$ cat src/rtl/core/plp_pkg.sv
// ----------------------------------------------------------------------------
// plp_pkg
// shared types, character codes and helpers for the property list line parser
// ----------------------------------------------------------------------------
package plp_pkg;

  localparam int CP_W       = 21;
  localparam int OUT_CNT_W  = 16;
  localparam int KIND_W     = 2;
  localparam int NAME_VEC_W = 256;
  localparam int NAME_LEN_W = 6;
  localparam int CFG_DATA_W = 64;
  localparam int CFG_ADDR_W = 3;
  localparam int QUEUE_DEPTH = 2;

  localparam logic [CP_W-1:0] CP_MAX       = 21'h10FFFF;
  localparam logic [CP_W-1:0] CP_SHIFT_MAX = 21'h010FFF;

  // register indexes
  localparam logic [CFG_ADDR_W-1:0] REG_NAME_0   = 3'd0;
  localparam logic [CFG_ADDR_W-1:0] REG_NAME_1   = 3'd1;
  localparam logic [CFG_ADDR_W-1:0] REG_NAME_2   = 3'd2;
  localparam logic [CFG_ADDR_W-1:0] REG_NAME_3   = 3'd3;
  localparam logic [CFG_ADDR_W-1:0] REG_NAME_LEN = 3'd4;

  // result kinds
  localparam logic [KIND_W-1:0] KIND_RANGE = 2'd0;
  localparam logic [KIND_W-1:0] KIND_OK    = 2'd1;
  localparam logic [KIND_W-1:0] KIND_ERR   = 2'd2;

  // characters
  localparam logic [7:0] CH_HASH  = 8'h23;
  localparam logic [7:0] CH_SEMI  = 8'h3B;
  localparam logic [7:0] CH_DOT   = 8'h2E;
  localparam logic [7:0] CH_LF    = 8'h0A;
  localparam logic [7:0] CH_UNDER = 8'h5F;
  localparam logic [7:0] CH_SPACE = 8'h20;

  typedef enum logic [10:0] {
    PH_LINE_START        = 11'b000_0000_0001,
    PH_FIRST             = 11'b000_0000_0010,
    PH_DOT               = 11'b000_0000_0100,
    PH_BEFORE_SECOND     = 11'b000_0000_1000,
    PH_SECOND            = 11'b000_0001_0000,
    PH_SPACES            = 11'b000_0010_0000,
    PH_SPACE_BEFORE_NAME = 11'b000_0100_0000,
    PH_NAME              = 11'b000_1000_0000,
    PH_SPACE_AFTER_NAME  = 11'b001_0000_0000,
    PH_COMMENT           = 11'b010_0000_0000,
    PH_ERROR             = 11'b100_0000_0000
  } phase_t;

  typedef struct packed {
    logic [KIND_W-1:0]    kind;
    logic [CP_W-1:0]      first;
    logic [CP_W-1:0]      last;
    logic [OUT_CNT_W-1:0] count;
  } result_t;

  typedef struct packed {
    logic    valid;
    result_t data;
  } push_t;

  typedef struct packed {
    logic full;
    logic empty;
  } q_status_t;

  // uppercase hex digit decode: bit 4 set when the byte is a digit
  function automatic logic [4:0] hex_decode(input logic [7:0] c);
    logic [4:0] r;
    r = 5'd0;
    if (c >= 8'h30 && c <= 8'h39) begin
      r = {1'b1, 4'(c - 8'h30)};
    end else if (c >= 8'h41 && c <= 8'h46) begin
      r = {1'b1, 4'(c - 8'h37)};
    end
    return r;
  endfunction

  function automatic logic is_name_char(input logic [7:0] c);
    return (c >= 8'h41 && c <= 8'h5A) || (c >= 8'h61 && c <= 8'h7A) || (c == CH_UNDER);
  endfunction

endpackage

$ cat src/rtl/core/plp_front.sv
// ----------------------------------------------------------------------------
// plp_front
// line grammar state machine; classifies each byte and pushes results
// ----------------------------------------------------------------------------
module plp_front #(
  parameter int MAX_NAME_CHARS = 32,
  parameter int COUNT_BITS     = 16
) (
  input  logic                            clk,
  input  logic                            rst,
  input  logic                            accept,
  input  logic [7:0]                      char_byte,
  input  logic                            end_of_stream,
  input  logic [plp_pkg::NAME_VEC_W-1:0]  name_vec,
  input  logic [plp_pkg::NAME_LEN_W-1:0]  name_length,
  output plp_pkg::push_t                  push
);

  localparam int POS_W = $clog2(MAX_NAME_CHARS + 1);
  localparam logic [plp_pkg::NAME_LEN_W-1:0] MAX_LEN = plp_pkg::NAME_LEN_W'(MAX_NAME_CHARS);
  localparam logic [COUNT_BITS-1:0] COUNT_MAX = {COUNT_BITS{1'b1}};

  plp_pkg::phase_t            phase, phase_next;
  logic [plp_pkg::CP_W-1:0]   first_cp, first_cp_next;
  logic [plp_pkg::CP_W-1:0]   last_cp, last_cp_next;
  logic [POS_W-1:0]           name_pos, name_pos_next;
  logic                       name_equal, name_equal_next;
  logic [COUNT_BITS-1:0]      count, count_next;

  logic [4:0]                          hex;
  logic [plp_pkg::NAME_LEN_W-1:0]      wlen;
  logic [plp_pkg::NAME_LEN_W-1:0]      pos_ext;
  logic [7:0]                          want_char;
  logic [COUNT_BITS-1:0]               count_inc;
  logic [COUNT_BITS-1:0]               count_sel;
  logic [plp_pkg::OUT_CNT_W-1:0]       count_out;

  assign hex       = plp_pkg::hex_decode(char_byte);
  assign wlen      = (name_length > MAX_LEN) ? MAX_LEN : name_length;
  assign pos_ext   = plp_pkg::NAME_LEN_W'(name_pos);
  assign want_char = name_vec[{pos_ext[4:0], 3'b000} +: 8];
  assign count_inc = (count == COUNT_MAX) ? count : count + 1'b1;
  assign count_sel = end_of_stream ? count : count_inc;

  generate
    if (COUNT_BITS >= plp_pkg::OUT_CNT_W) begin : g_cnt_trunc
      assign count_out = count_sel[plp_pkg::OUT_CNT_W-1:0];
    end else begin : g_cnt_ext
      assign count_out = {{(plp_pkg::OUT_CNT_W-COUNT_BITS){1'b0}}, count_sel};
    end
  endgenerate

  always_comb begin
    phase_next      = phase;
    first_cp_next   = first_cp;
    last_cp_next    = last_cp;
    name_pos_next   = name_pos;
    name_equal_next = name_equal;
    count_next      = count;
    push            = '0;
    push.data.count = count_out;
    if (accept) begin
      if (end_of_stream) begin
        push.valid      = 1'b1;
        push.data.kind  = (phase == plp_pkg::PH_LINE_START) ? plp_pkg::KIND_OK
                                                            : plp_pkg::KIND_ERR;
        phase_next      = plp_pkg::PH_LINE_START;
        first_cp_next   = '0;
        last_cp_next    = '0;
        name_pos_next   = '0;
        name_equal_next = 1'b0;
        count_next      = '0;
      end else begin
        case (phase)
          plp_pkg::PH_LINE_START: begin
            if (hex[4]) begin
              first_cp_next = plp_pkg::CP_W'(hex[3:0]);
              phase_next    = plp_pkg::PH_FIRST;
            end else if (char_byte == plp_pkg::CH_HASH) begin
              phase_next = plp_pkg::PH_COMMENT;
            end else if (char_byte != plp_pkg::CH_LF) begin
              phase_next = plp_pkg::PH_ERROR;
            end
          end
          plp_pkg::PH_FIRST: begin
            if (hex[4]) begin
              if (first_cp > plp_pkg::CP_SHIFT_MAX) begin
                phase_next = plp_pkg::PH_ERROR;
              end else begin
                first_cp_next = {first_cp[16:0], hex[3:0]};
              end
            end else if (char_byte == plp_pkg::CH_DOT) begin
              phase_next = plp_pkg::PH_DOT;
            end else if (char_byte == plp_pkg::CH_SPACE) begin
              last_cp_next = first_cp;
              phase_next   = plp_pkg::PH_SPACES;
            end else begin
              phase_next = plp_pkg::PH_ERROR;
            end
          end
          plp_pkg::PH_DOT: begin
            phase_next = (char_byte == plp_pkg::CH_DOT) ? plp_pkg::PH_BEFORE_SECOND
                                                        : plp_pkg::PH_ERROR;
          end
          plp_pkg::PH_BEFORE_SECOND: begin
            if (hex[4]) begin
              last_cp_next = plp_pkg::CP_W'(hex[3:0]);
              phase_next   = plp_pkg::PH_SECOND;
            end else begin
              phase_next = plp_pkg::PH_ERROR;
            end
          end
          plp_pkg::PH_SECOND: begin
            if (hex[4]) begin
              if (last_cp > plp_pkg::CP_SHIFT_MAX) begin
                phase_next = plp_pkg::PH_ERROR;
              end else begin
                last_cp_next = {last_cp[16:0], hex[3:0]};
              end
            end else if (char_byte == plp_pkg::CH_SPACE) begin
              phase_next = plp_pkg::PH_SPACES;
            end else if (char_byte == plp_pkg::CH_SEMI) begin
              phase_next = plp_pkg::PH_SPACE_BEFORE_NAME;
            end else begin
              phase_next = plp_pkg::PH_ERROR;
            end
          end
          plp_pkg::PH_SPACES: begin
            if (char_byte == plp_pkg::CH_SEMI) begin
              phase_next = plp_pkg::PH_SPACE_BEFORE_NAME;
            end else if (char_byte != plp_pkg::CH_SPACE) begin
              phase_next = plp_pkg::PH_ERROR;
            end
          end
          plp_pkg::PH_SPACE_BEFORE_NAME: begin
            if (char_byte == plp_pkg::CH_SPACE) begin
              phase_next      = plp_pkg::PH_NAME;
              name_pos_next   = '0;
              name_equal_next = 1'b1;
            end else begin
              phase_next = plp_pkg::PH_ERROR;
            end
          end
          plp_pkg::PH_NAME: begin
            if (plp_pkg::is_name_char(char_byte)) begin
              if (name_equal && (pos_ext < wlen) && (char_byte == want_char)) begin
                name_pos_next = name_pos + 1'b1;
              end else begin
                name_equal_next = 1'b0;
              end
            end else if (char_byte == plp_pkg::CH_SPACE) begin
              phase_next = plp_pkg::PH_SPACE_AFTER_NAME;
              if (name_equal && (pos_ext == wlen)) begin
                // matching name: reversed range is a grammar error
                if (first_cp > last_cp) begin
                  phase_next = plp_pkg::PH_ERROR;
                end else begin
                  count_next      = count_inc;
                  push.valid      = 1'b1;
                  push.data.kind  = plp_pkg::KIND_RANGE;
                  push.data.first = first_cp;
                  push.data.last  = last_cp;
                end
              end else begin
                name_equal_next = 1'b0;
              end
            end else begin
              phase_next = plp_pkg::PH_ERROR;
            end
          end
          plp_pkg::PH_SPACE_AFTER_NAME: begin
            phase_next = (char_byte == plp_pkg::CH_HASH) ? plp_pkg::PH_COMMENT
                                                         : plp_pkg::PH_ERROR;
          end
          plp_pkg::PH_COMMENT: begin
            if (char_byte == plp_pkg::CH_LF) begin
              phase_next = plp_pkg::PH_LINE_START;
            end
          end
          default: begin
            phase_next = plp_pkg::PH_ERROR;
          end
        endcase
      end
    end
  end

  always_ff @(posedge clk) begin
    if (rst) begin
      phase      <= plp_pkg::PH_LINE_START;
      first_cp   <= '0;
      last_cp    <= '0;
      name_pos   <= '0;
      name_equal <= 1'b0;
      count      <= '0;
    end else begin
      phase      <= phase_next;
      first_cp   <= first_cp_next;
      last_cp    <= last_cp_next;
      name_pos   <= name_pos_next;
      name_equal <= name_equal_next;
      count      <= count_next;
    end
  end

endmodule

$ cat src/rtl/core/plp_queue.sv
// ----------------------------------------------------------------------------
// plp_queue
// short result queue between the parser and the output stage
// ----------------------------------------------------------------------------
module plp_queue (
  input  logic                 clk,
  input  logic                 rst,
  input  plp_pkg::push_t       push,
  input  logic                 pop,
  output plp_pkg::result_t     head,
  output plp_pkg::q_status_t   status
);

  localparam int PTR_W = (plp_pkg::QUEUE_DEPTH > 1) ? $clog2(plp_pkg::QUEUE_DEPTH) : 1;
  localparam int CNT_W = $clog2(plp_pkg::QUEUE_DEPTH + 1);
  localparam logic [PTR_W-1:0] PTR_LAST = PTR_W'(plp_pkg::QUEUE_DEPTH - 1);
  localparam logic [CNT_W-1:0] CNT_FULL = CNT_W'(plp_pkg::QUEUE_DEPTH);

  plp_pkg::result_t   entries [plp_pkg::QUEUE_DEPTH];
  logic [PTR_W-1:0]   wr_ptr;
  logic [PTR_W-1:0]   rd_ptr;
  logic [CNT_W-1:0]   fill;
  logic               do_push;
  logic               do_pop;

  assign status.full  = (fill == CNT_FULL);
  assign status.empty = (fill == '0);
  assign do_push      = push.valid && !status.full;
  assign do_pop       = pop && !status.empty;
  assign head         = entries[rd_ptr];

  always_ff @(posedge clk) begin
    if (do_push) begin
      entries[wr_ptr] <= push.data;
    end
  end

  always_ff @(posedge clk) begin
    if (rst) begin
      wr_ptr <= '0;
      rd_ptr <= '0;
      fill   <= '0;
    end else begin
      if (do_push) begin
        wr_ptr <= (wr_ptr == PTR_LAST) ? '0 : wr_ptr + 1'b1;
      end
      if (do_pop) begin
        rd_ptr <= (rd_ptr == PTR_LAST) ? '0 : rd_ptr + 1'b1;
      end
      case ({do_push, do_pop})
        2'b10:   fill <= fill + 1'b1;
        2'b01:   fill <= fill - 1'b1;
        default: fill <= fill;
      endcase
    end
  end

endmodule

$ cat src/rtl/core/plp_back.sv
// ----------------------------------------------------------------------------
// plp_back
// output register; drains the result queue onto the master stream
// ----------------------------------------------------------------------------
module plp_back (
  input  logic                 clk,
  input  logic                 rst,
  input  plp_pkg::result_t     head,
  input  logic                 q_empty,
  output logic                 pop,
  output logic                 m_axis_tvalid,
  input  logic                 m_axis_tready,
  output logic [63:0]          m_axis_tdata,
  output logic [1:0]           m_axis_tuser
);

  plp_pkg::result_t  out_reg;

  // register is free when empty or being taken this cycle
  assign pop = !q_empty && (!m_axis_tvalid || m_axis_tready);

  assign m_axis_tuser = out_reg.kind;
  assign m_axis_tdata = {6'd0, out_reg.count, out_reg.last, out_reg.first};

  always_ff @(posedge clk) begin
    if (pop) begin
      out_reg <= head;
    end
  end

  always_ff @(posedge clk) begin
    if (rst) begin
      m_axis_tvalid <= 1'b0;
    end else if (pop) begin
      m_axis_tvalid <= 1'b1;
    end else if (m_axis_tready) begin
      m_axis_tvalid <= 1'b0;
    end
  end

endmodule

$ cat src/rtl/core/property_list_line_parser_top.sv
// ----------------------------------------------------------------------------
// property_list_line_parser_top
// parses a property list text stream and reports ranges of a wanted property
// ----------------------------------------------------------------------------
// Usage: file bytes enter on the slave stream, one byte per beat in tdata;
// tuser high marks the end-of-stream beat (its tdata is ignored). Each line
// "HEX[..HEX] ; Name #comment" whose name equals the configured name gives
// one range beat on the master stream (tuser = kind 0). The end beat gives a
// status beat: kind 1 when the stream ended at a line start with no error,
// kind 2 otherwise, with the match count; the parser then rearms.
// Throughput: one byte per cycle while the queue is not full, set by the grammar
// state machine. A result reaches the master stream from the byte that causes it
// by way of the queue and the output register (parser -> queue -> output register).
// The two-entry queue decouples the sides: when the receiver stalls the
// parser keeps taking bytes until the queue is full, then drops tready.
// Reset (rst, synchronous) clears the parser to line start, empties the
// queue and clears the name registers. Configure only while idle.
// ----------------------------------------------------------------------------
module property_list_line_parser_top #(
  parameter int MAX_NAME_CHARS = 32,
  parameter int COUNT_BITS     = 16
) (
  input  logic                              clk,
  input  logic                              rst,
  input  logic                              cfg_wr_en,
  input  logic [plp_pkg::CFG_ADDR_W-1:0]    cfg_addr,
  input  logic [plp_pkg::CFG_DATA_W-1:0]    cfg_wr_data,
  input  logic                              s_axis_tvalid,
  output logic                              s_axis_tready,
  input  logic [7:0]                        s_axis_tdata,   // char_byte
  input  logic                              s_axis_tuser,   // end_of_stream
  output logic                              m_axis_tvalid,
  input  logic                              m_axis_tready,
  // range_first[20:0], range_last[41:21], match_count[57:42], zero pad
  output logic [63:0]                       m_axis_tdata,
  output logic [1:0]                        m_axis_tuser    // result_kind
);

  logic [plp_pkg::CFG_DATA_W-1:0]  name_reg [4];
  logic [plp_pkg::NAME_LEN_W-1:0]  name_length;
  logic [plp_pkg::NAME_VEC_W-1:0]  name_vec;
  logic                            accept;
  plp_pkg::push_t                  push;
  plp_pkg::result_t                head;
  plp_pkg::q_status_t              q_status;
  logic                            pop;

  always_ff @(posedge clk) begin
    if (rst) begin
      name_reg[0] <= '0;
      name_reg[1] <= '0;
      name_reg[2] <= '0;
      name_reg[3] <= '0;
      name_length <= '0;
    end else if (cfg_wr_en) begin
      case (cfg_addr)
        plp_pkg::REG_NAME_0:   name_reg[0] <= cfg_wr_data;
        plp_pkg::REG_NAME_1:   name_reg[1] <= cfg_wr_data;
        plp_pkg::REG_NAME_2:   name_reg[2] <= cfg_wr_data;
        plp_pkg::REG_NAME_3:   name_reg[3] <= cfg_wr_data;
        plp_pkg::REG_NAME_LEN: name_length <= cfg_wr_data[plp_pkg::NAME_LEN_W-1:0];
        default:               name_length <= name_length;
      endcase
    end
  end

  assign name_vec      = {name_reg[3], name_reg[2], name_reg[1], name_reg[0]};
  assign s_axis_tready = !q_status.full;
  assign accept        = s_axis_tvalid && s_axis_tready;

  plp_front #(
    .MAX_NAME_CHARS (MAX_NAME_CHARS),
    .COUNT_BITS     (COUNT_BITS)
  ) u_front (
    .clk           (clk),
    .rst           (rst),
    .accept        (accept),
    .char_byte     (s_axis_tdata),
    .end_of_stream (s_axis_tuser),
    .name_vec      (name_vec),
    .name_length   (name_length),
    .push          (push)
  );

  plp_queue u_queue (
    .clk    (clk),
    .rst    (rst),
    .push   (push),
    .pop    (pop),
    .head   (head),
    .status (q_status)
  );

  plp_back u_back (
    .clk           (clk),
    .rst           (rst),
    .head          (head),
    .q_empty       (q_status.empty),
    .pop           (pop),
    .m_axis_tvalid (m_axis_tvalid),
    .m_axis_tready (m_axis_tready),
    .m_axis_tdata  (m_axis_tdata),
    .m_axis_tuser  (m_axis_tuser)
  );

  // the parser never pushes into a full queue
  assert property (@(posedge clk) disable iff (rst) !(push.valid && q_status.full))
    else $error("result pushed into full queue");

  // an end beat always leaves a status result pending downstream
  assert property (@(posedge clk) disable iff (rst)
    (accept && s_axis_tuser) |=> (!q_status.empty || m_axis_tvalid))
    else $error("status result lost");

  // a range beat never carries a reversed range
  assert property (@(posedge clk) disable iff (rst)
    (m_axis_tvalid && m_axis_tuser == plp_pkg::KIND_RANGE)
      |-> (m_axis_tdata[20:0] <= m_axis_tdata[41:21]))
    else $error("reversed range emitted");

endmodule
$ cat config.mk
export PLATFORM = sky130hd
export DESIGN_NAME = property_list_line_parser_top
export DESIGN_NICKNAME = d
export VERILOG_FILES = /design/src/rtl/core/plp_pkg.sv /design/src/rtl/core/plp_front.sv /design/src/rtl/core/plp_queue.sv /design/src/rtl/core/plp_back.sv /design/src/rtl/core/property_list_line_parser_top.sv
export SDC_FILE = /design/constraint.sdc
export NUM_CORES = 1
export LEC_CHECK = 0
export ABC_AREA = 1
export BUFFER_PORTS_ARGS = -buffer_cell sky130_fd_sc_hd__buf_4
export CAP_MARGIN = 15
export CORE_UTILIZATION = 36
export DETAILED_ROUTE_END_ITERATION = 10
export MAX_ROUTING_LAYER = met4
export PLACE_DENSITY = 0.49
export SETUP_SLACK_MARGIN = 0.3
export SYNTH_ARGS = -nofsm -noshare
export SYNTH_HDL_FRONTEND = slang
export SYNTH_HIERARCHICAL = 1
export SYNTH_SLANG_ARGS = --single-unit
$ cat constraint.sdc
create_clock -name clk -period 9.7 [get_ports clk]
set_input_delay 1.455 -clock clk [delete_from_list [all_inputs] [get_ports clk]]
set_output_delay 1.455 -clock clk [all_outputs]
set_load 0.01 [all_outputs]
# After elaboration in Yosys (flattened, before gate mapping)
# Memory sizes are Yosys's and may differ from the RTL's. A register that Yosys moved wholly into a read port is not among the register bits.
# Index checks and enable logic that the tools add are counted.
[totals]
register_bits = 87
latch_bits = 0
ram_bits = 376
mem_bits_ro = 0
input_bits = 81
wordCells = 220
mem_count = 2
[memory_table]
columns = ["memory", "words", "width", "read_ports", "rd_clocked_by_memory_dff", "wr", "line_no", "text"]
rows = [
  ["name_reg", 4, 64, 4, 0, 4, "property_list_line_parser_top.sv:39", "logic [plp_pkg::CFG_DATA_W-1:0] name_reg [4];"],
  ["u_queue.entries", 2, 60, 1, 1, 1, "plp_queue.sv:19", "plp_pkg::result_t entries [plp_pkg::QUEUE_DEPTH];"],
]
[op_classes]
add_sub_neg = 8
n_mul = 0
n_div = 0
magnitude_cmp = 12
n_eq_ne = 51
n_shift = 1
muxes = 97
bitwise_logic = 4
reduce_logical = 34
[op_table]
columns = ["op", "n"]
rows = [
  ["45-bit two-way mux", 6],
  ["64-bit two-way mux", 4],
  ["256-bit by 9-bit variable part select with 8-bit output", 1],
  ["11-bit two-way mux", 23],
  ["21-bit two-way mux", 10],
  ["16-bit two-way mux", 8],
  ["11-bit case mux with 10 select lines", 1],
  ["21-bit case mux with 3 select lines", 1],
  ["21-bit by 17-bit greater-than comparator with 1-bit output (second input constant)", 2],
  ["42-bit two-way mux", 1],
  ["21-bit case mux with 2 select lines", 1],
  ["8-bit by 6-bit equality test with 1-bit output (second input constant)", 4],
  ["1-bit two-way mux", 30],
  ["6-bit two-way mux", 5],
  ["3-bit by 2-bit != test with 1-bit output (second input constant)", 9],
  ["8-bit by 7-bit less-or-equal comparator with 1-bit output (second input constant)", 3],
  ["21-bit greater-than comparator", 1],
  ["16-bit by 1-bit adder with 16-bit output (second input constant)", 1],
  ["16-bit equality test (second input constant)", 1],
  ["8-bit by 7-bit >= comparator with 1-bit output (second input constant)", 2],
  ["3-bit != test (second input constant)", 5],
  ["4-bit != test (second input constant)", 3],
  ["6-bit case mux with 2 select lines", 1],
  ["6-bit AND reduction", 2],
  ["other kinds (53)", 82],
]

# Longest topological paths before layout
# Gate-level depths: netlist of run 1.
[logic_depth]
word_depth = 13
ltp_mapped = 22
ltp_nobuf = 22

# Modules after synthesis
# Netlist of run 1, hierarchy kept.
[modules_own_cells]
columns = ["mod", "n_inst", "cells_per_inst", "area_each_um2"]
rows = [
  ["property_list_line_parser_top", 1, 658, 9725.6],
  ["plp_front", 1, 1542, 8491.9],
  ["plp_queue", 1, 227, 4880.9],
  ["plp_back", 1, 72, 1894.3],
]

# Least setup slack after synthesis of run 1
# Ideal clock, no wire load.
[synth_path]
path_kind = "input to register"
startpoint = "in s_axis_tdata[0]"
endpoint = "mem u_queue/entries[0][0] in the netlist's numbering (enable)"
setup_ns = 0.478
arrival_time_ns = 5.500
required_time_ns = 9.222
setup_slack_ns = 3.722
path_stages = 12
path_cell_list = "inv_1 -> ha_1 -> inv_1 -> nor3_2 -> inv_2 -> nor4_2 -> nand2_1 -> nand2_4 -> inv_1 -> nor2_1 -> inv_1 -> nor2_1"
[synth_lines]
columns = ["item", "line_no", "text"]
rows = [
  ["start: declaration", "property_list_line_parser_top.sv:30", "input logic [7:0] s_axis_tdata,"],
  ["end: declaration", "plp_queue.sv:19", ""],
]

==> flow_metrics.py, run 1 <==
metrics = {
    "layout": {
        "largest_reg_flops": 256,
        "area_delta_synth_final_pct": 13.6,
        "design_area_mm2": 0.0284,
        "diodes": 0,
        "final_cells": 3576,
        "post_route_cells_drive_above_1_share_pct": 15.7,
        "nets": 2712,
    },
    "sta": {
        "relSlewSlack_pct": 29.8,
        "setup_viol": 0,
        "max_freq_mhz": 228,
        "whs_ns": 0.467,
        "post-route-min-period_ns": 4.39,
        "fin_setup_tns_ns": 0,
        "worst_pin_slew_ns": 1.05,
        "rsz0062_at_grt": "false",
        "hold_viol": 0,
        "period_share_pct": 45.2,
        "finClkSkew_ns": 0.0395,
        "report.final.slew_viol_count": 0,
    },
    "global_routing": {
        "grt_max_degree": 88,
        "grt_pass1_vias": 17400,
        "grt_util_all_layers_pct": 19.7,
        "gr-total-overflow": 0,
        "antenna_found_initial": 0,
        "grt_pass1_wl_um": 104000,
    },
    "critical_path": {
        "required_ns": 9.96,
        "endpoint_kind": "register",
        "cp_max_fo": 52,
        "start_kind": "input pin",
        "cp.arrival_ns": 4.64,
        "crit_type": "in -> reg",
    },
    "cts": {
        "path_clk_slew_ns": 0.06,
        "cts_root_buf": "clkbuf_16",
        "cts_resized": 0,
        "hold_buffers": 0,
        "cts.sinks": 524,
        "numCtsBuffers": 57,
        "insertion_delay_ns": 0.63,
        "clk_path_buf_depth": 3,
        "cts_tree": "yes",
        "post_cts.repair.setup_buffers": 0,
        "htreeDepth": 2,
    },
    "die": {
        "die_x_um": 265,
        "dieArea_mm2": 0.0705,
        "coreArea_mm2": 0.0686,
        "initial_core_util_pct": 36.4,
        "num_io_pins": 149,
        "rows": 96,
        "die_h_um": 265,
    },
    "routing": {
        "wl_um": 67300,
        "first_iter_violations": 1224,
        "wl_per_cell_um": 18.8,
        "route.detailed.drc": 0,
        "drt.antenna.violating_nets": 0,
        "vias_per_cell": 4.89,
        "routed-via-count": 17500,
        "drt-pass1-iter-count": 6,
    },
    "min_path": {
        "min_path_type": "reg -> reg",
    },
    "job": {
        "max_cap_violations": 0,
    },
    "synthesis": {
        "syn_avg_cell_area_um2": 10.0,
        "yosysUniqueCellTypes": 57,
        "synth_seq_cells": 524,
        "netlist_area_mm2": 0.0250,
        "async_flop_share_pct": 0,
        "synthCells": 2499,
        "synth-edff-count": 436,
        "ys_seq_area_share_pct": 59.4,
        "ys.flop_type": "edfxtp_1",
        "ys_warn_count": 6,
    },
    "place": {
        "dp_cells": 3466,
        "placed_cell_area_mm2": 0.0265,
        "port_buffers": 142,
        "dp_hpwl_um": 43400,
        "gp_congestion": 0.936,
    },
    "power_and_ir_drop": {
        "power_mw": 5.44,
        "power_density_mw_per_mm2": 192,
        "vdd_drop_max_v": 0.000126,
        "power.leakage_nw": 11.2,
    },
    "status": {
        "status": "complete, no violations",
    },
}
[final timing paths]
path / start / endpoint / slack (ns) / cells past startpoint
worst max-delay path: s_axis_tdata[0] / u_queue/entries[1][30]$_DFFE_PP_ / 5.31 / 15
worst min-delay path: u_front/last_cp[15]$_SDFFE_PP0P_ / u_front/last_cp[15]$_SDFFE_PP0P_ / 0.47 / 2
worst max register to register: u_front/name_pos[0]$_SDFFE_PP0P_ / u_queue/entries[1][30]$_DFFE_PP_ / 5.40 / 13
worst min register to register: u_front/last_cp[15]$_SDFFE_PP0P_ / u_front/last_cp[15]$_SDFFE_PP0P_ / 0.47 / 2
[layout make-up]
class	count	area [um^2]
fill	6746	40200
sequential	524	14900
multi-input combinational	1610	8360
clock buffer	75	1510
timing repair buffer	165	1260
tap	931	1160
inverter	238	897
clock inverter	33	323
[where the power goes]
part	switching [mW]	internal, mW	leakage, nW
logic	0.425	0.218	5.34
registers	0.0567	2.60	4.96
clock network	0.904	1.23	0.893
[layout by cell type, fill, tap and decap left out, types with 9 or more instances in the layout]
cell / instances
nand2_1: 519
clkbuf_16: 57
a32oi_1: 17
inv_2: 19
nand4_1: 9
o21bai_1: 11
buf_4: 163
mux2_4: 60
o21ai_1: 23
nor2_2: 59
nor3_1: 53
clkinv_1: 17
inv_1: 214
o21ai_0: 61
clkbuf_1: 16
o2111ai_1: 18
ha_1: 35
dfxtp_1: 85
edfxtp_1: 436
a21oi_1: 107
nor2_1: 382
clkinv_2: 10
nand3_1: 175
[synthesized netlist by cell type (21+ instances only)]
cell	n	area (um^2)
dfxtp_1	88	1760
buf_4	21	158
buf_6	28	315
ha_1	35	438
nand3_1	175	876
o21ai_0	61	305
mux2_4	60	901
edfxtp_1	436	13100
nor3_1	53	265
clkbuf_1	33	124
nor2_2	59	369
inv_1	216	811
o21ai_1	23	115
nand2_1	523	1960
buf_2	35	175
a21oi_1	108	541
nor2_1	383	1440
[metrics by stage]
stage                     setup WS (ns)  util [%]
after global routing               4.89      41.4
after global placement             4.68      38.7
after floorplan                    3.72         -
after CTS                          5.28      41.3
after detailed placement           4.62      38.7
final                              5.31      41.4
[worst max-delay path: stages]
cell and delay [ns]:
buf_4 0.14, inv_1 0.17, ha_1 0.19, inv_1 0.06, nor3_2 0.49, inv_2 0.11
nor4_2 0.22, nand2_1 0.07, buf_4 0.26, nand2_4 0.18, inv_1 0.05, nor2_1 0.18
nand2_1 0.11, inv_2 0.21, buf_4 0.64
[routing by layer]
layer  GRT usage, %  share of wire (%)  up-vias
li1               -                  -     8596
met1           24.7                 44     8423
met2           32.8                 49      379
met3           3.20                4.8       99
met4           5.62                2.5        0
met5              -                  0        -
[cells by family after synthesis]
group                      share of synthesized area, %
buffers and inverters                              7.29
xor gates and xnor gates                          0.280
and+or+nand+nor                                    21.2
adders and majority gates                          1.75
DFF                                                59.4
muxes                                              3.60
AOI/OAI and AO/OA                                  6.40
other                                            0.0150
Power figures use the tool's default switching activity.
==> run 2: changes to the inputs <==
--- a/config.mk
+++ b/config.mk
@@ -5,7 +5,7 @@
 export SDC_FILE = /design/constraint.sdc
 export NUM_CORES = 1
 export LEC_CHECK = 0
-export ABC_AREA = 1
+export ABC_AREA = 0
 export BUFFER_PORTS_ARGS = -buffer_cell sky130_fd_sc_hd__buf_4
 export CAP_MARGIN = 15
 export CORE_UTILIZATION = 36
==> constraint.sdc (replaced) <==
create_clock -name clk -period 4.45 [get_ports clk]
set_input_delay 0.6675 -clock clk [delete_from_list [all_inputs] [get_ports clk]]
set_output_delay 0.6675 -clock clk [all_outputs]
set_load 0.01 [all_outputs]
==> flow_metrics.py, run 2 <==
metrics = {
    "synthesis": {
        "yosysUniqueCellTypes": 78,
        "syn_avg_cell_area_um2": 13.5,
        "synthMuxAreaShare_pct": 8.90,
        "synth_top_area_share_pct": 51.9,
        "synth_seq_cells": 524,
        "synth-edff-count": 436,
        "ys_warn_count": 6,
        "synth_fa_ha_area_share_pct": 1.74,
        "ys.flop_type": "edfxtp_1",
        "ys_seq_area_share_pct": 58.9,
        "synth_commonest_cells": "edfxtp_1 (436), nor3_2 (240), inv_1 (104)",
        "async_flop_share_pct": 0,
        "synth_compound_area_share_pct": 7.09,
        "synth-simple-area-share_pct": 17.9,
        "synth_largest_area_cell": "edfxtp_1",
        "synth.area.top_cells": "edfxtp_1 (52%), nor3_2 (9.5%), dfxtp_1 (7.0%)",
        "synth_top_family_by_area": "simple AND/OR/NAND/NOR gates",
        "netlist_area_mm2": 0.0252,
        "synthCells": 1867,
        "yosysMostFrequentCell": "edfxtp_1",
        "synth_xor_area_share_pct": 0.451,
    },
    "cts": {
        "path_clk_slew_ns": 0.06,
        "cts_tree": "yes",
        "insertion_delay_ns": 0.64,
        "cts.sinks": 524,
        "numCtsBuffers": 59,
        "htreeDepth": 2,
        "cts_root_buf": "clkbuf_16",
        "clk_path_buf_depth": 3,
    },
    "layout": {
        "area_delta_synth_final_pct": 15.9,
        "layout_commonest_cell": "edfxtp_1",
        "fillerInstances": 6441,
        "final_cells": 2973,
        "multi_input_area_mm2": 0.00920,
        "fin_util_pct": 42.4,
        "largest_reg_flops": 256,
        "post_route_cells_drive_above_1_share_pct": 33.3,
        "nets": 2112,
        "design_area_mm2": 0.0292,
        "layout_common_cells": "edfxtp_1 (436), nor3_2 (240), buf_4 (200)",
        "seq_area_mm2": 0.0149,
    },
    "status": {
        "status": "complete, no violations",
    },
    "die": {
        "die_h_um": 267,
        "num_io_pins": 149,
        "rows": 96,
        "initial_core_util_pct": 36.6,
        "dieArea_mm2": 0.0711,
        "die_x_um": 267,
        "coreArea_mm2": 0.0689,
    },
    "sta": {
        "worst_pin_slew_ns": 1.08,
        "setup_viol": 0,
        "max_freq_mhz": 255,
        "period_share_pct": 88.0,
        "finClkSkew_ns": 0.0307,
        "hold_viol": 0,
        "rsz0062_at_grt": "false",
        "relSlewSlack_pct": 27.9,
        "worst_slack_ns": 0.536,
        "report.final.slew_viol_count": 0,
        "fin_setup_tns_ns": 0,
        "post-route-min-period_ns": 3.91,
        "whs_ns": 0.325,
    },
    "critical_path": {
        "cp_max_fo": 13,
        "crit_type": "reg -> reg",
        "crit_chain": "inv_1 -> ha_1 -> nand4_1 -> or2_2 -> nor3_1 -> nand2_1 -> o21ai_0 -> o211ai_1 -> and2_1 -> inv_1 -> inv_1 -> or3_1 -> clkinvlp_4 -> buf_4",
        "crit_buf_inv": 5,
        "cp_slowest_cell": "dfxtp_1",
        "crit_family": "simple AND/OR/NAND/NOR gates",
        "start_kind": "register",
        "max_stage_delay_ns": 0.40,
        "endpoint_kind": "register",
        "critPathMostFrequentCell": "inv_1",
        "required_ns": 4.75,
        "cp.arrival_ns": 4.22,
    },
    "routing": {
        "first_iter_violations": 1115,
        "drt.antenna.violating_nets": 0,
        "wl_um": 65700,
        "routed-via-count": 15700,
        "wl_per_cell_um": 22.1,
        "vias_per_cell": 5.28,
        "drt-pass1-iter-count": 6,
        "route.detailed.drc": 0,
    },
    "job": {
        "max_cap_violations": 0,
    },
    "place": {
        "dp_hpwl_um": 43500,
        "port_buffers": 142,
        "dp_slack_ns": 0.479,
        "placed_cell_area_mm2": 0.0273,
        "gp_congestion": 0.888,
        "dp_cells": 2866,
    },
    "global_routing": {
        "antenna_found_initial": 0,
        "gr-total-overflow": 0,
        "grt_pass1_wl_um": 99500,
        "grt_pass1_vias": 15700,
        "grt_max_degree": 90,
        "grt_util_all_layers_pct": 19.1,
    },
    "power_and_ir_drop": {
        "power.leakage_nw": 9.61,
        "power_mw": 12.0,
        "power_density_mw_per_mm2": 411,
        "vdd_drop_max_v": 0.000296,
    },
    "min_path": {
        "min_path_type": "in -> reg",
    },
}
-- run 2: cell count changes after synthesis, moves of 59 or more --
cell,before,now
nand2_1,523,62
nor2_1,383,83
nor3_2,2,240
nand3_1,175,25
inv_1,216,104
mux2_2,0,62
mux2_4,60,0
a21oi_1,108,49
nor2_2,59,0
-- run 2: final timing paths --
kind | startpoint | endpoint | slack, ns | depth (start not counted)
worst max register to register | u_front/last_cp[12]$_SDFFE_PP0P_ | u_queue/entries[0][24]$_DFFE_PP_ | 0.54 | 14
worst min register to register | name_length[4]$_SDFFE_PP0P_ | name_length[4]$_SDFFE_PP0P_ | 0.48 | 2
worst max-delay path | u_front/last_cp[12]$_SDFFE_PP0P_ | u_queue/entries[0][24]$_DFFE_PP_ | 0.54 | 14
worst min-delay path | m_axis_tready | u_back/m_axis_tvalid$_SDFFE_PP0P_ | 0.32 | 3
-- run 2: cell type report --
class	instances	share of cell area (%)
Clock buffer	70	5.27
Clock inverter	36	1.41
Tap cell	931	3.99
Multi-Input combinational cell	1098	31.5
Timing Repair Buffer	207	5.62
Antenna cell	1	0.00856
Inverter	106	1.37
Sequential cell	524	50.8
-- run 2: power breakdown --
part | internal (mW) | switching [mW] | total [mW]
Clock | 2.88 | 2.05 | 4.93
Combinational | 0.471 | 0.755 | 1.23
Sequential | 5.76 | 0.106 | 5.86
-- run 2: repair_timing --
action,4_1_cts,5_1_grt
buffers inserted,0,0
hold buffers,0,0
gates resized for setup,0,1
endpoints found under the setup margin,0,44
-- run 2: worst register-to-register path, delay by kind of cell, from the launching register on --
family	cells	cell delay, ns
AOI/OAI and AO/OA	2	0.38
DFF	1	0.40
and+or+nand+nor	6	1.59
buffers and inverters	5	0.90
adders and majority gates	1	0.30
-- run 2: routing by layer --
metal,share of wire [%],vias up,routed length (um),track usage [%]
met3,4.2,91,2740,2.45
met5,0,-,0,-
met4,2.1,0,1380,4.89
met2,51,363,33200,32.0
li1,-,7323,-,-
met1,43,7913,28400,24.3
-- run 2: cell families (layout without fill, tap and decap cells) --
group                    Yosys count  in the layout
AND/OR/NAND/NOR                  640            640
flip-flops                       524            524
AO/OA/AOI/OAI                    252            252
buffers and inverters            250            419
multiplexers                     152            152
adder cells (fa/ha/maj)           35             35
XOR/XNOR                          13             13
other                              1              7
==> run 3: changes to the inputs <==
==> constraint.sdc (replaced) <==
create_clock -name clk -period 4.45 [get_ports clk]
set_input_delay 1.335 -clock clk [delete_from_list [all_inputs] [get_ports clk]]
set_output_delay 1.335 -clock clk [all_outputs]
set_load 0.01 [all_outputs]
==> flow_metrics.py, run 3 (synthesis results as in run 2) <==
metrics = {
    "layout": {
        "nets": 2133,
        "largest_reg_flops": 256,
        "layout_commonest_cell": "edfxtp_1",
        "area_delta_synth_final_pct": 17.1,
        "layout_common_cells": "edfxtp_1 (436), nor3_2 (241), buf_4 (212)",
        "post_route_cells_drive_above_1_share_pct": 34.0,
        "final_cells": 3000,
    },
    "cts": {
        "post_cts.repair.setup_buffers": 0,
        "path_clk_slew_ns": 0.06,
        "cts_tree": "yes",
        "cts_root_buf": "clkbuf_16",
        "clk_path_buf_depth": 3,
        "insertion_delay_ns": 0.62,
        "numCtsBuffers": 60,
        "cts.sinks": 524,
        "htreeDepth": 2,
    },
    "power_and_ir_drop": {
        "power.leakage_nw": 9.78,
        "power_density_mw_per_mm2": 409,
        "vdd_drop_max_v": 0.000297,
    },
    "sta": {
        "fin_setup_tns_ns": 0,
        "max_freq_mhz": 262,
        "worst_pin_slew_ns": 1.05,
        "period_share_pct": 85.9,
        "hold_viol": 0,
        "finClkSkew_ns": 0.0175,
        "post-route-min-period_ns": 3.82,
        "relSlewSlack_pct": 29.0,
        "whs_ns": 0.478,
        "setup_viol": 0,
        "rsz0062_at_grt": "false",
        "report.final.slew_viol_count": 0,
    },
    "critical_path": {
        "setup.worst_path.start": "u_front/last_cp[10]$_SDFFE_PP0P_",
        "crit_end": "u_queue/entries[0][25]$_DFFE_PP_",
        "endpoint_kind": "register",
        "required_ns": 4.78,
        "cp.arrival_ns": 4.15,
        "reg2reg_slack_ns": 0.63,
        "rr_endpoint": "u_queue/entries[0][25]$_DFFE_PP_",
        "r2r-start": "u_front/last_cp[10]$_SDFFE_PP0P_",
        "worstRegToRegCells": 14,
        "start_kind": "register",
        "cp_max_fo": 19,
        "crit_type": "reg -> reg",
    },
    "die": {
        "die_h_um": 267,
        "initial_core_util_pct": 36.6,
        "num_io_pins": 149,
        "dieArea_mm2": 0.0711,
        "rows": 96,
        "die_x_um": 267,
        "coreArea_mm2": 0.0689,
    },
    "global_routing": {
        "grt_pass1_vias": 15700,
        "grt_max_degree": 90,
        "gr-total-overflow": 0,
        "grt_util_all_layers_pct": 18.5,
        "antenna_found_initial": 2,
        "grt_pass1_wl_um": 97200,
    },
    "routing": {
        "routed-via-count": 15700,
        "drt.antenna.violating_nets": 0,
        "drt-pass1-iter-count": 5,
        "wl_per_cell_um": 21.2,
        "first_iter_violations": 1039,
        "wl_um": 63700,
        "vias_per_cell": 5.25,
        "route.detailed.drc": 0,
    },
    "place": {
        "dp_cells": 2886,
        "dp_hpwl_um": 43200,
        "port_buffers": 142,
        "gp_congestion": 0.886,
    },
    "min_path": {
        "holdCritStartpoint": "name_length[0]$_SDFFE_PP0P_",
        "min_path_type": "reg -> reg",
    },
    "status": {
        "status": "complete, no violations",
    },
    "job": {
        "max_cap_violations": 0,
    },
}
-- run 3: area by class of cell --
class                      instances  area, um^2
clock inverter                    40         433
clock buffer                      71        1560
multi-input combinational       1098        9230
tap                              931        1160
sequential                       524       14900
fill                            6418       39400
inverter                         106         402
antenna                            3        7.51
timing repair buffer             227        1890
-- run 3: critical path, stage by stage, from the launching register on --
cell        delay [ns]
dfxtp_1           0.37
inv_1             0.08
ha_1              0.30
a21o_1            0.16
a21o_1            0.17
a21oi_1           0.16
o21ai_0           0.27
nor3_1            0.40
o211ai_1          0.18
and2_1            0.29
inv_1             0.11
inv_1             0.06
or3_4             0.38
clkinvlp_4        0.34
buf_12            0.23
-- run 3: report_power, final --
group / switching, mW / total, mW / internal [mW]
logic: 0.743 / 1.23 / 0.491
clock network: 2.01 / 4.99 / 2.97
registers: 0.0981 / 5.86 / 5.76
total: 2.86 / 12.1 / 9.22
-- run 3: worst min path at each step --
stage	end	cells past startpoint
final	name_length[0]$_SDFFE_PP0P_	2
after floorplan	name_length[0]$_SDFFE_PP0P_	2
after global placement	name_length[0]$_SDFFE_PP0P_	2
after global routing	name_length[2]$_SDFFE_PP0P_	2
after detailed placement	name_length[0]$_SDFFE_PP0P_	2
after CTS	name_length[0]$_SDFFE_PP0P_	2
-- run 3: through the flow --
stage	total power [mW]	setup WS, ns	utilization [%]	area [um^2]
after floorplan	6.67	0.317	-	25300
after global placement	7.21	0.300	39.9	27500
after detailed placement	7.23	0.293	39.9	27500
after CTS	12.3	0.429	42.8	29500
after global routing	12.6	0.385	42.9	29500
final	12.1	0.629	42.9	29500
-- run 3: what timing repair did --
item                       CTS  global route
hold endpoints to repair     0             0
resized for setup            0             1
setup endpoints to repair    0            51
hold buffers                 0             0
-- run 3: layer usage --
layer | wire, um | GRT usage, % | up-vias
met5 | 0 | - | -
met4 | 1200 | 4.46 | 0
met3 | 3050 | 2.77 | 85
met2 | 32100 | 30.8 | 352
met1 | 27300 | 23.6 | 7926
li1 | - | - | 7384
